[config.mk]
export PLATFORM = sky130hd
export DESIGN_NAME = sector_cache_clock_replacement_flat
export DESIGN_NICKNAME = d
export VERILOG_FILES = /design/src/rtl/sccr_pkg.sv /design/src/rtl/sccr_req_if.sv /design/src/rtl/sccr_rsp_if.sv /design/src/rtl/sccr_tag_ram.sv /design/src/rtl/sector_cache_clock_replacement.sv /design/src/flat_wrapper.sv
export SDC_FILE = /design/constraint.sdc
export NUM_CORES = 2
export LEC_CHECK = 0
export ABC_AREA = 1
export BUFFER_PORTS_ARGS = -buffer_cell sky130_fd_sc_hd__buf_2
export CAP_MARGIN = 20
export CORE_ASPECT_RATIO = 1.4
export CORE_MARGIN = 8
export CORE_UTILIZATION = 25
export CTS_BUF_LIST = sky130_fd_sc_hd__clkbuf_4 sky130_fd_sc_hd__clkbuf_8
export DETAILED_ROUTE_END_ITERATION = 8
export GPL_TIMING_DRIVEN = 0
export PLACE_DENSITY_LB_ADDON = 0.25
export SLEW_MARGIN = 30
export SYNTH_ARGS = -nofsm -noshare
export SYNTH_HDL_FRONTEND = slang
export SYNTH_SLANG_ARGS = --single-unit
[constraint.sdc]
create_clock -name clk -period 12.35 [get_ports clk]
set_input_delay 0.6175 -clock clk [delete_from_list [all_inputs] [get_ports clk]]
set_output_delay 0.6175 -clock clk [all_outputs]
set_load 0.05 [all_outputs]
[src/rtl/sccr_pkg.sv]
// Shared types and constants for the sector cache tag/replacement engine.
// No dependencies.
package sccr_pkg;

	localparam int ENTRIES_DEF = 64;
	localparam int SECTOR_W    = 32;
	localparam int SLOT_W      = 6;
	localparam int ACTION_W    = 2;
	localparam int MAX_FLUSH   = 64;
	localparam int FLUSH_CNT_W = $clog2(MAX_FLUSH + 1);

	typedef enum logic [ACTION_W-1:0] {
		ACT_READ  = 2'd0,
		ACT_WRITE = 2'd1,
		ACT_FLUSH = 2'd2,
		ACT_NONE  = 2'd3
	} action_t;

endpackage

[src/rtl/sccr_req_if.sv]
// Request channel: action and sector number with valid/ready handshake.
// Depends on sccr_pkg.
interface sccr_req_if;
	logic                             valid;
	logic                             ready;
	sccr_pkg::action_t                action;
	logic [sccr_pkg::SECTOR_W-1:0]    sector;

	modport source (output valid, output action, output sector, input ready);
	modport sink   (input valid, input action, input sector, output ready);
endinterface

[src/rtl/sccr_rsp_if.sv]
// Result channel: slot, hit/fill/writeback flags, writeback sector, last.
// Depends on sccr_pkg.
interface sccr_rsp_if;
	logic                             valid;
	logic                             ready;
	logic [sccr_pkg::SLOT_W-1:0]      slot;
	logic                             hit;
	logic                             fill;
	logic                             writeback;
	logic [sccr_pkg::SECTOR_W-1:0]    writeback_sector;
	logic                             last;

	modport source (output valid, output slot, output hit, output fill, output writeback,
		output writeback_sector, output last, input ready);
	modport sink   (input valid, input slot, input hit, input fill, input writeback,
		input writeback_sector, input last, output ready);
endinterface

[src/rtl/sccr_tag_ram.sv]
// Sector tag store: one write port, one read port with registered read data.
// Depends on sccr_pkg. Contents are undefined until written.
module sccr_tag_ram #(
	parameter int DEPTH = sccr_pkg::ENTRIES_DEF,
	parameter int AW    = $clog2(DEPTH)
) (
	input  logic                          clk,
	input  logic                          we,
	input  logic [AW-1:0]                 waddr,
	input  logic [sccr_pkg::SECTOR_W-1:0] wdata,
	input  logic                          re,
	input  logic [AW-1:0]                 raddr,
	output logic [sccr_pkg::SECTOR_W-1:0] rdata
);

	logic [sccr_pkg::SECTOR_W-1:0] mem_q [DEPTH];
	logic [sccr_pkg::SECTOR_W-1:0] rdata_q;

	always_ff @(posedge clk) begin
		if (we) begin
			mem_q[waddr] <= wdata;
		end
		if (re) begin
			rdata_q <= mem_q[raddr];
		end
	end

	assign rdata = rdata_q;

endmodule

[src/rtl/sector_cache_clock_replacement.sv]
// Read/write: a tag scan of the slots; a hit answers with the matching slot, a miss adds a
// clock sweep that picks the victim slot. Flush: scans the slots and writes back each dirty
// slot, up to MAX_FLUSH of them. One request at a time; the tag RAM read port sets the pace.
// A finished result sits in an output register while the next request is taken.
// Async reset clears valid/dirty/reference bits, the clock hand and all control state;
// the tag RAM is not cleared and needs no clearing pass.
module sector_cache_clock_replacement #(
	parameter int ENTRIES = sccr_pkg::ENTRIES_DEF
) (
	input  logic             clk,
	input  logic             arst_n,
	sccr_req_if.sink         req,
	sccr_rsp_if.source       rsp
);

	localparam int IW = $clog2(ENTRIES);
	localparam int CW = $clog2(ENTRIES + 1);
	localparam logic [IW-1:0] LAST_IDX = IW'(ENTRIES - 1);

	typedef enum logic [7:0] {
		S_IDLE  = 8'b0000_0001,
		S_LOOK  = 8'b0000_0010,
		S_HITW  = 8'b0000_0100,
		S_SWEEP = 8'b0000_1000,
		S_VEMIT = 8'b0001_0000,
		S_FSCAN = 8'b0010_0000,
		S_FGOT  = 8'b0100_0000,
		S_FEND  = 8'b1000_0000
	} state_t;

	state_t                                 state_q;
	sccr_pkg::action_t                      action_q;
	logic [sccr_pkg::SECTOR_W-1:0]          sector_q;
	logic [ENTRIES-1:0]                     valid_q;
	logic [ENTRIES-1:0]                     dirty_q;
	logic [ENTRIES-1:0]                     ref_q;
	logic [IW-1:0]                          hand_q;
	logic [CW-1:0]                          scan_q;
	logic                                   pend_s1;
	logic [IW-1:0]                          idx_s1;
	logic [IW-1:0]                          slot_sel_q;
	logic [sccr_pkg::FLUSH_CNT_W-1:0]       n_q;
	logic                                   hold_v_q;
	logic [IW-1:0]                          hold_idx_q;
	logic [sccr_pkg::SECTOR_W-1:0]          hold_tag_q;

	logic                                   out_valid_q;
	logic [sccr_pkg::SLOT_W-1:0]            out_slot_q;
	logic                                   out_hit_q;
	logic                                   out_fill_q;
	logic                                   out_wb_q;
	logic [sccr_pkg::SECTOR_W-1:0]          out_wbs_q;
	logic                                   out_last_q;

	logic [IW-1:0]                          scan_idx;
	logic                                   scan_end;
	logic [sccr_pkg::SECTOR_W-1:0]          tag_rd;
	logic                                   tag_match;
	logic                                   out_free;
	logic [IW-1:0]                          hand_next;
	logic                                   hand_ok;
	logic                                   flush_hit;
	logic                                   advance;

	logic                                   rd_en;
	logic [IW-1:0]                          rd_addr;
	logic                                   wr_en;

	logic                                   emit;
	logic [IW-1:0]                          e_idx;
	logic                                   e_hit;
	logic                                   e_fill;
	logic                                   e_wb;
	logic [sccr_pkg::SECTOR_W-1:0]          e_wbs;
	logic                                   e_last;
	logic [IW+sccr_pkg::SLOT_W-1:0]         e_idx_ext;

	sccr_tag_ram #(
		.DEPTH (ENTRIES),
		.AW    (IW)
	) u_tag_ram (
		.clk   (clk),
		.we    (wr_en),
		.waddr (hand_q),
		.wdata (sector_q),
		.re    (rd_en),
		.raddr (rd_addr),
		.rdata (tag_rd)
	);

	assign scan_idx  = scan_q[IW-1:0];
	assign scan_end  = (scan_q == CW'(ENTRIES));
	assign tag_match = pend_s1 && valid_q[idx_s1] && (tag_rd == sector_q);
	assign out_free  = !out_valid_q || rsp.ready;
	assign hand_next = (hand_q == LAST_IDX) ? '0 : hand_q + 1'b1;
	assign hand_ok   = !valid_q[hand_q] || !ref_q[hand_q];
	assign flush_hit = valid_q[scan_idx] && dirty_q[scan_idx]
		&& (n_q < sccr_pkg::FLUSH_CNT_W'(sccr_pkg::MAX_FLUSH));
	assign advance   = !hold_v_q || out_free;
	assign e_idx_ext = {{sccr_pkg::SLOT_W{1'b0}}, e_idx};

	always_comb begin
		rd_en  = 1'b0;
		rd_addr = scan_idx;
		wr_en  = 1'b0;
		emit   = 1'b0;
		e_idx  = hand_q;
		e_hit  = 1'b0;
		e_fill = 1'b0;
		e_wb   = 1'b0;
		e_wbs  = '0;
		e_last = 1'b1;
		case (state_q)
			S_LOOK: begin
				rd_en = !scan_end;
			end
			S_HITW: begin
				emit  = out_free;
				e_idx = slot_sel_q;
				e_hit = 1'b1;
			end
			S_SWEEP: begin
				rd_en   = hand_ok;
				rd_addr = hand_q;
			end
			S_VEMIT: begin
				emit   = out_free;
				wr_en  = out_free;
				e_fill = 1'b1;
				e_wb   = valid_q[hand_q] && dirty_q[hand_q];
				e_wbs  = e_wb ? tag_rd : '0;
			end
			S_FSCAN: begin
				rd_en = !scan_end && flush_hit;
			end
			S_FGOT: begin
				emit   = hold_v_q && out_free;
				e_idx  = hold_idx_q;
				e_wb   = 1'b1;
				e_wbs  = hold_tag_q;
				e_last = 1'b0;
			end
			S_FEND: begin
				emit  = hold_v_q && out_free;
				e_idx = hold_idx_q;
				e_wb  = 1'b1;
				e_wbs = hold_tag_q;
			end
			default: begin
			end
		endcase
	end

	assign req.ready = (state_q == S_IDLE);

	always_ff @(posedge clk or negedge arst_n) begin
		if (!arst_n) begin
			state_q  <= S_IDLE;
			valid_q  <= '0;
			dirty_q  <= '0;
			ref_q    <= '0;
			hand_q   <= '0;
			scan_q   <= '0;
			pend_s1  <= 1'b0;
			n_q      <= '0;
			hold_v_q <= 1'b0;
		end else begin
			pend_s1 <= rd_en && (state_q == S_LOOK);
			case (state_q)
				S_IDLE: begin
					if (req.valid) begin
						scan_q   <= '0;
						n_q      <= '0;
						hold_v_q <= 1'b0;
						case (req.action)
							sccr_pkg::ACT_READ, sccr_pkg::ACT_WRITE: state_q <= S_LOOK;
							sccr_pkg::ACT_FLUSH:                     state_q <= S_FSCAN;
							default:                                 state_q <= S_IDLE;
						endcase
					end
				end
				S_LOOK: begin
					if (rd_en) begin
						scan_q <= scan_q + 1'b1;
					end
					if (tag_match) begin
						state_q <= S_HITW;
					end else if (pend_s1 && idx_s1 == LAST_IDX) begin
						state_q <= S_SWEEP;
					end
				end
				S_HITW: begin
					if (emit) begin
						ref_q[slot_sel_q] <= 1'b1;
						if (action_q == sccr_pkg::ACT_WRITE) begin
							dirty_q[slot_sel_q] <= 1'b1;
						end
						state_q <= S_IDLE;
					end
				end
				S_SWEEP: begin
					if (hand_ok) begin
						state_q <= S_VEMIT;
					end else begin
						ref_q[hand_q] <= 1'b0;
						hand_q        <= hand_next;
					end
				end
				S_VEMIT: begin
					if (emit) begin
						valid_q[hand_q] <= 1'b1;
						dirty_q[hand_q] <= (action_q == sccr_pkg::ACT_WRITE);
						ref_q[hand_q]   <= 1'b1;
						state_q         <= S_IDLE;
					end
				end
				S_FSCAN: begin
					if (scan_end) begin
						state_q <= S_FEND;
					end else if (flush_hit) begin
						state_q <= S_FGOT;
					end else begin
						scan_q <= scan_q + 1'b1;
					end
				end
				S_FGOT: begin
					if (advance) begin
						hold_v_q          <= 1'b1;
						dirty_q[scan_idx] <= 1'b0;
						n_q               <= n_q + 1'b1;
						scan_q            <= scan_q + 1'b1;
						state_q           <= S_FSCAN;
					end
				end
				S_FEND: begin
					if (!hold_v_q || out_free) begin
						hold_v_q <= 1'b0;
						state_q  <= S_IDLE;
					end
				end
				default: state_q <= S_IDLE;
			endcase
		end
	end

	// payload side registers
	always_ff @(posedge clk) begin
		if (state_q == S_IDLE && req.valid) begin
			action_q <= req.action;
			sector_q <= req.sector;
		end
		idx_s1 <= scan_idx;
		if (state_q == S_LOOK && tag_match) begin
			slot_sel_q <= idx_s1;
		end
		if (state_q == S_FGOT && advance) begin
			hold_idx_q <= scan_idx;
			hold_tag_q <= tag_rd;
		end
		if (emit) begin
			out_slot_q <= e_idx_ext[sccr_pkg::SLOT_W-1:0];
			out_hit_q  <= e_hit;
			out_fill_q <= e_fill;
			out_wb_q   <= e_wb;
			out_wbs_q  <= e_wbs;
			out_last_q <= e_last;
		end
	end

	always_ff @(posedge clk or negedge arst_n) begin
		if (!arst_n) begin
			out_valid_q <= 1'b0;
		end else if (emit) begin
			out_valid_q <= 1'b1;
		end else if (rsp.ready) begin
			out_valid_q <= 1'b0;
		end
	end

	assign rsp.valid            = out_valid_q;
	assign rsp.slot             = out_slot_q;
	assign rsp.hit              = out_hit_q;
	assign rsp.fill             = out_fill_q;
	assign rsp.writeback        = out_wb_q;
	assign rsp.writeback_sector = out_wbs_q;
	assign rsp.last             = out_last_q;

endmodule

[src/flat_wrapper.sv]
// flat-port wrapper written by rule: the top's interface ports become plain ports
module sector_cache_clock_replacement_flat 
#(
	parameter int ENTRIES = sccr_pkg::ENTRIES_DEF
)
  (clk, arst_n, req_valid, req_action, req_sector, req_ready, rsp_valid, rsp_slot, rsp_hit, rsp_fill, rsp_writeback, rsp_writeback_sector, rsp_last, rsp_ready);
  sccr_req_if req_i ();
  sccr_rsp_if rsp_i ();
  input  logic clk;
  input  logic arst_n;
  input wire logic [$bits(req_i.valid)-1:0] req_valid;
  input wire logic [$bits(req_i.action)-1:0] req_action;
  input wire logic [$bits(req_i.sector)-1:0] req_sector;
  output wire logic [$bits(req_i.ready)-1:0] req_ready;
  output wire logic [$bits(rsp_i.valid)-1:0] rsp_valid;
  output wire logic [$bits(rsp_i.slot)-1:0] rsp_slot;
  output wire logic [$bits(rsp_i.hit)-1:0] rsp_hit;
  output wire logic [$bits(rsp_i.fill)-1:0] rsp_fill;
  output wire logic [$bits(rsp_i.writeback)-1:0] rsp_writeback;
  output wire logic [$bits(rsp_i.writeback_sector)-1:0] rsp_writeback_sector;
  output wire logic [$bits(rsp_i.last)-1:0] rsp_last;
  input wire logic [$bits(rsp_i.ready)-1:0] rsp_ready;
  assign req_i.valid = req_valid;
  assign req_i.action = req_action;
  assign req_i.sector = req_sector;
  assign req_ready = req_i.ready;
  assign rsp_valid = rsp_i.valid;
  assign rsp_slot = rsp_i.slot;
  assign rsp_hit = rsp_i.hit;
  assign rsp_fill = rsp_i.fill;
  assign rsp_writeback = rsp_i.writeback;
  assign rsp_writeback_sector = rsp_i.writeback_sector;
  assign rsp_last = rsp_i.last;
  assign rsp_i.ready = rsp_ready;
  sector_cache_clock_replacement #(.ENTRIES(ENTRIES)) u_core (.clk(clk), .arst_n(arst_n), .req(req_i), .rsp(rsp_i));
endmodule
Yosys cells after proc, flatten, opt, wreduce, memory -nomap -nowiden

Memories as Yosys holds them, arrays and structs flattened. A register that Yosys moved wholly into a read port is not among the register bits.
Index checks and enable logic that the tools add are counted.
W data, S select, Z words.

Bits in registers: 349
Bits in latches: 0
RAM bits: 2048
Memory bits (read-only): 0
Bits of input ports: 38
Output and inout port bits: 44
Logic and storage cells: 180
Memories kept: 1

Memories:

| name                   | depth | width | rd ports | clocked after Yosys merged registers in | write ports | RTL line           | source |
|---|---|---|---|---|---|---|---|
| u_core.u_tag_ram.mem_q | 64    | 32    | 1        | 1                                       | 1           | sccr_tag_ram.sv:16 | `logic [sccr_pkg::SECTOR_W-1:0] mem_q [DEPTH];` |

Add/sub/neg operators: 3
Multipliers: 0
Divide/modulo/power cells: 0
$lt $le $gt $ge: 8
Equality and inequality tests: 29
Shift-type cells: 0
Mux-type cells: 67
Bitwise gates (word level): 9
Reduce and logical (&&, ||, !) cells: 41

Operators with widths:

| cell                  | count |
|---|---|
| $mux W64              | 7 |
| $pmux W64 S3          | 2 |
| $or A64 B64 Y64       | 4 |
| $and A64 B64 Y64      | 2 |
| $not A64 Y64          | 2 |
| $mux W8               | 9 |
| $bwmux W64            | 1 |
| $pmux W32 S2          | 1 |
| $pmux W8 S7           | 1 |
| $mux W7               | 6 |
| $bmux W1 S6           | 6 |
| $eq A32 B32 Y1        | 1 |
| $mux W32              | 1 |
| $lt A6 B7 Y1 const B  | 4 |
| $pmux W7 S4           | 1 |
| $pmux W6 S2           | 2 |
| $mux W1               | 20 |
| $demux W1 S6          | 3 |
| $ge A6 B1 Y1 const B  | 3 |
| $ne A2 B1 Y1 const B  | 8 |
| $logic_and A1 B1 Y1   | 15 |
| $add A7 B1 Y7 const B | 2 |
| $pmux W7 S2           | 1 |
| $eq A6 B6 Y1 const B  | 2 |
| other kinds (32)      | 53 |

Logic depth before layout (Yosys ltp)

Depth after elaboration: 8
Gate-level depth with buffers: 19
Depth with buffers taken out: 17

Hierarchy

A second synthesis with hierarchy kept.

Cell total of the unflattened synthesis: 9675
Area total of the unflattened synthesis: 104546.5 µm²

By module, submodules not included:

| module                         | times used | cells an instance | area an instance (µm²) | seq. area each (µm²) |
|---|---|---|---|---|
| sccr_tag_ram                   | 1          | 6769              | 83058.4                | 62459.9 |
| sector_cache_clock_replacement | 1          | 2906              | 21488.1                | 9305.2 |

Worst setup path before layout

No wires, ideal clock.

Path type: register -> register
Start: register u_core.state_q[6]
End: memory u_core.u_tag_ram.mem_q[55][0] (netlist name) (enable)
Setup time: 461 ps
Arrival time: 3884 ps
Data required time: 11889 ps
Setup slack: 8004 ps
Cell stages (with the launch flop): 10
Path buffers: 4
Clock period less this slack: 4346 ps
Path through: dfrtp_1 > nor2_1 > inv_1 > nor3_1 > nand3_1 > clkbuf_1 > buf_2 > clkbuf_1 > buf_1 > nor3_1

Longest elaborated chain between the ends: 4

Ends and longest elaborated chain:

| what                          | RTL line                              | source |
|---|---|---|
| from (decl)                   | sector_cache_clock_replacement.sv:31  | `state_t state_q;` |
| from (signal assigned)        | sector_cache_clock_replacement.sv:158 | `state_q <= S_IDLE;` |
| from (signal assigned)        | sector_cache_clock_replacement.sv:176 | `sccr_pkg::ACT_READ, sccr_pkg::ACT_WRITE: state_q <= S_LOOK;` |
| from (signal assigned)        | sector_cache_clock_replacement.sv:177 | `sccr_pkg::ACT_FLUSH: state_q <= S_FSCAN;` |
| $eq A8 B5 Y1                  | sector_cache_clock_replacement.sv:113 | `case (state_q)` |
| $mux W1                       | sector_cache_clock_replacement.sv:113 |  |
| $mux W1                       | sccr_tag_ram.sv:20                    | `if (we) begin` |
| $mux W1 (implied by the code) | sccr_tag_ram.sv:21                    | `mem_q[waddr] <= wdata;` |
| to (decl)                     | sccr_tag_ram.sv:16                    |  |

Every way passes these cells.

Worst setup path in the final report

Start: register u_core.hand_q[0]
End: register u_core.u_tag_ram.rdata_q, in the netlist u_core.u_tag_ram.rdata[17], read port of u_core.u_tag_ram.mem_q (data pin)

Longest elaborated chain between the ends: 5
Elaborated cells between the ends (all ways): 9
Classes of those cells: mux: 6; reduce/logical: 3

Ends and longest elaborated chain:

| what                          | RTL line                              | source |
|---|---|---|
| from (decl)                   | sector_cache_clock_replacement.sv:37  | `logic [IW-1:0] hand_q;` |
| from (signal assigned)        | sector_cache_clock_replacement.sv:206 | `hand_q <= hand_next;` |
| $bmux W1 S6                   | sector_cache_clock_replacement.sv:96  | `assign hand_ok = !valid_q[hand_q] \|\| !ref_q[hand_q];` |
| $mux W1 (implied by the code) | sector_cache_clock_replacement.sv:96  |  |
| $logic_not A1 Y1              | sector_cache_clock_replacement.sv:96  |  |
| $logic_or A1 B1 Y1            | sector_cache_clock_replacement.sv:96  |  |
| $pmux W1 S3                   | sector_cache_clock_replacement.sv:113 |  |
| to (decl)                     | sccr_tag_ram.sv:17                    | `logic [sccr_pkg::SECTOR_W-1:0] rdata_q;` |

Parallel ways exist; a longest one is shown, timed or not. The select of a mux whose other input is x is not followed.
A chain may end at the register's enable or synchronous reset.

==> metrics.yaml <==
die:
  fp.coreArea_sq_mm: 0.427
  start_util_pct: 25.1
  dieHeight_microns: 791
  die-area_sq_mm: 0.451
  rows: 284
  boundaryPins: 82
  dieWidth_microns: 570
clock_tree:
  htreeDepth: 5
  cts_tree: "yes"
  clk_pin_slew_worst_paths_ps: 70
  post-cts-setup-buffers: 0
  insertion_delay_ps: 1200
  cts_sinks: 2429
  clockBufferDepth: 4
  cts-buffers-inserted: 402
  cts-root-buf: "clkbuf_8"
final_layout:
  drive_gt1_share_pct: 16.5
  fin_cells: 17800
  final_util_pct: 30.5
  final_nets: 11800
  fillCellCount: 44600
  area_growth_pct: 21.6
synth:
  yosysTopAreaCell: "edfxtp_1"
  synth_area_sq_mm: 0.107
  synth_cells: 10500
  synth.net_count: 10500
  synth_seq_cells: 2429
  ys_seq_area_share_pct: 66.9
  post_synth_main_area_contributors: "edfxtp_1 62%, nand2_1 14%, nand3_1 6.0%"
  syn_area_per_cell_sq_um: 10.2
  yosys_warnings: 0
  synth_cell_types: 50
  synth_top_area_share_pct: 61.6
job:
  max_cap_viol_count: 0
sta:
  timing.final.crit_share_pct: 43.1
  worstMarginPinSlew_ps: 1190
  finClkSkew_ps: 132
  slew_headroom_pct: 20.9
  rsz0062_at_grt: "no"
  hold_viol: 0
  layout_min_cycle_time_ps: 5320
  drv_slew: 0
  setup_tns_ps: 0
  setup_viol: 0
  fmax_mhz: 188
worst_hold_path:
  holdPathStages: 2
  holdCritPathClass: "input pin to register"
place:
  portBuffers: 81
  hpwl_microns: 400000
  placed_cells: 17000
  routabilityCongestion: 0.977
power_and_ir_drop:
  powerDensity_mw_per_mm2: 161
  vdd_drop_max_uv: 93.5
  leakage_nw: 51.7
drt:
  drt_wl_total_microns: 519000
  drc: 0
  drtIter0Drc: 10300
  dr_total_vias: 86700
  dr.pass1.iters: 6
  vias_per_cell: 4.88
  wl_per_cell_microns: 29.2
  drtAntennaViolNets: 0
status:
  status: "finished, final reports clean"
grt:
  grt_pass1_vias: 82400
  track_usage_pct: 22.1
  grt_first_pass_wirelength_microns: 693000
  grt.overflow.total: 0
  grt_start_max_net_pins: 73
  antenna_found_initial: 40
setup_path:
  cp.arrival_ps: 6190
  ff2ff_path_depth: 16
  end_kind: "register"
  crit_type: "register to register"
  crit_fanout: 13
  required_ps: 13230
  startpoint_type: "register"
-- worst paths after layout --
kind / start / slack [ps] / to
setup / recovery: u_core.hand_q[0] / 7030 / u_core.u_tag_ram.rdata[17]
min in group asynchronous: arst_n / 510 / u_core.valid_q[41]
hold / removal: req_sector[21] / 150 / u_core.sector_q[21]
setup reg to reg: u_core.hand_q[0] / 7030 / u_core.u_tag_ram.rdata[17]
max in group asynchronous: arst_n / 10740 / u_core.ref_q[40]
hold reg to reg: u_core.scan_q[3] / 390 / u_core.idx_s1[3]
-- cells in the mapped netlist (all sizes together) --
library cell     n
a31oi            1
nor2           165
edfxtp        2200
nand3         1277
o21bai           1
nor3b            3
nor3            95
dfstp            1
a22o             2
nand3b           1
a211oi          62
nor4             5
clkinv           5
buf            405
inv            971
o221ai           1
nand2         3918
dfxtp            6
o31ai            3
o211ai         243
a22oi           67
o2111ai          1
or2              1
a21oi          158
xor2            13
o22ai           88
nand4           54
and3             1
o21ai          294
dfrtp          222
ha               4
clkbuf         204
xnor2            5
-- placed cells by master (no fill, tap or decap), types with 6 or more instances in the layout --
master / Yosys / layout
a211oi_1: 62 / 62
a21oi_1: 158 / 158
a22oi_1: 9 / 9
a22oi_2: 58 / 58
buf_1: 32 / 31
buf_16: 0 / 21
buf_2: 343 / 424
buf_4: 15 / 505
buf_6: 15 / 143
buf_8: 0 / 81
bufinv_16: 0 / 6
clkbuf_1: 204 / 199
clkbuf_4: 0 / 141
clkbuf_8: 0 / 419
clkinv_1: 5 / 105
clkinv_2: 0 / 28
clkinvlp_4: 0 / 6
dfrtp_1: 222 / 222
dfxtp_1: 6 / 6
diode_2: 0 / 25
dlygate4sd3_1: 0 / 38
edfxtp_1: 2200 / 2200
inv_1: 957 / 957
inv_2: 11 / 11
nand2_1: 3909 / 3908
nand2_2: 6 / 7
nand3_1: 1277 / 1277
nand4_1: 54 / 54
nor2_1: 157 / 141
nor2_2: 5 / 17
nor3_1: 89 / 18
nor3_2: 6 / 72
o211ai_1: 243 / 243
o21ai_0: 261 / 261
o21ai_1: 30 / 29
o22ai_1: 88 / 88
xor2_1: 13 / 13
-- routing by layer --
metal	up-vias	wire length [microns]	GRT usage, %	part of all wire [%]
li1	37900	-	-	-
met1	42800	192000	26.1	37
met2	4598	241000	36.2	46
met3	1356	43100	4.17	8.3
met4	12	42900	15.5	8.3
met5	-	80	0	0.015
-- registers in the layout, indices dropped and copies added, names as in the netlist, 7 cells and up --
register / count
u_core.u_tag_ram.mem_q: 2048
u_core.sector_q: 32
u_core.valid_q: 64
u_core.hold_tag_q: 32
u_core.scan_q: 7
u_core.state_q: 8
u_core.dirty_q: 64
u_core.u_tag_ram.rdata: 32
u_core.rsp.writeback_sector: 32
u_core.n_q: 7
u_core.ref_q: 64
-- per-stage QoR --
stage	total power, mW	instance area, sq um	setup WS, ps	hold slack (ps)
floorplan	11.6	107000	8000	322
global placement	13.7	115000	87.6	369
detailed placement	13.9	122000	7180	374
CTS	21.0	130000	7280	49.5
global route	21.6	130000	7180	136
finish	21.0	130000	7030	148
-- worst max-delay path: stages (launching register included) --
cell and delay (ps):
dfrtp_1 410, buf_6 150, inv_2 50, buf_6 210
buf_6 280, nand3_1 140, nand2_1 650, buf_4 430
buf_2 690, buf_2 440, nand2_1 90, o211ai_1 100
nand3_1 160, nand3_1 190, nand3_1 340, nand3_1 430
nand2_1 270
-- timing repair --
action / CTS / global route
hold buffers: 39 / 0
gates resized for setup: 0 / 0
endpoints found under the hold margin: 197 / 0
-- area by class of cell --
class | instances | area, sq um | share of cell area, %
Clock inverter | 155 | 950 | 0.728
Tap cell | 5720 | 7160 | 5.49
Buffer | 609 | 2890 | 2.22
Timing Repair Buffer | 839 | 7710 | 5.91
Clock buffer | 560 | 6830 | 5.23
Multi-Input combinational cell | 6463 | 29400 | 22.5
Inverter | 976 | 3670 | 2.81
Antenna cell | 25 | 62.6 | 0.0480
Sequential cell | 2429 | 71800 | 55.0
-- logic make-up after synthesis --
kind of cell    share of synthesized area (%)
compound gates                           5.59
xor+xnor                                0.147
fa+ha+maj                              0.0467
buf+inv                                  6.11
flops                                    66.9
simple gates                             21.2
-- report_power, final --
group / switching (mW) / leakage (nW) / internal [mW]
logic: 3.25 / 25.7 / 1.03
registers: 0.145 / 22.0 / 9.42
clock network: 3.50 / 4.11 / 3.69
total: 6.89 / 51.7 / 14.1
No activity file was read; power rests on OpenSTA's default activity.
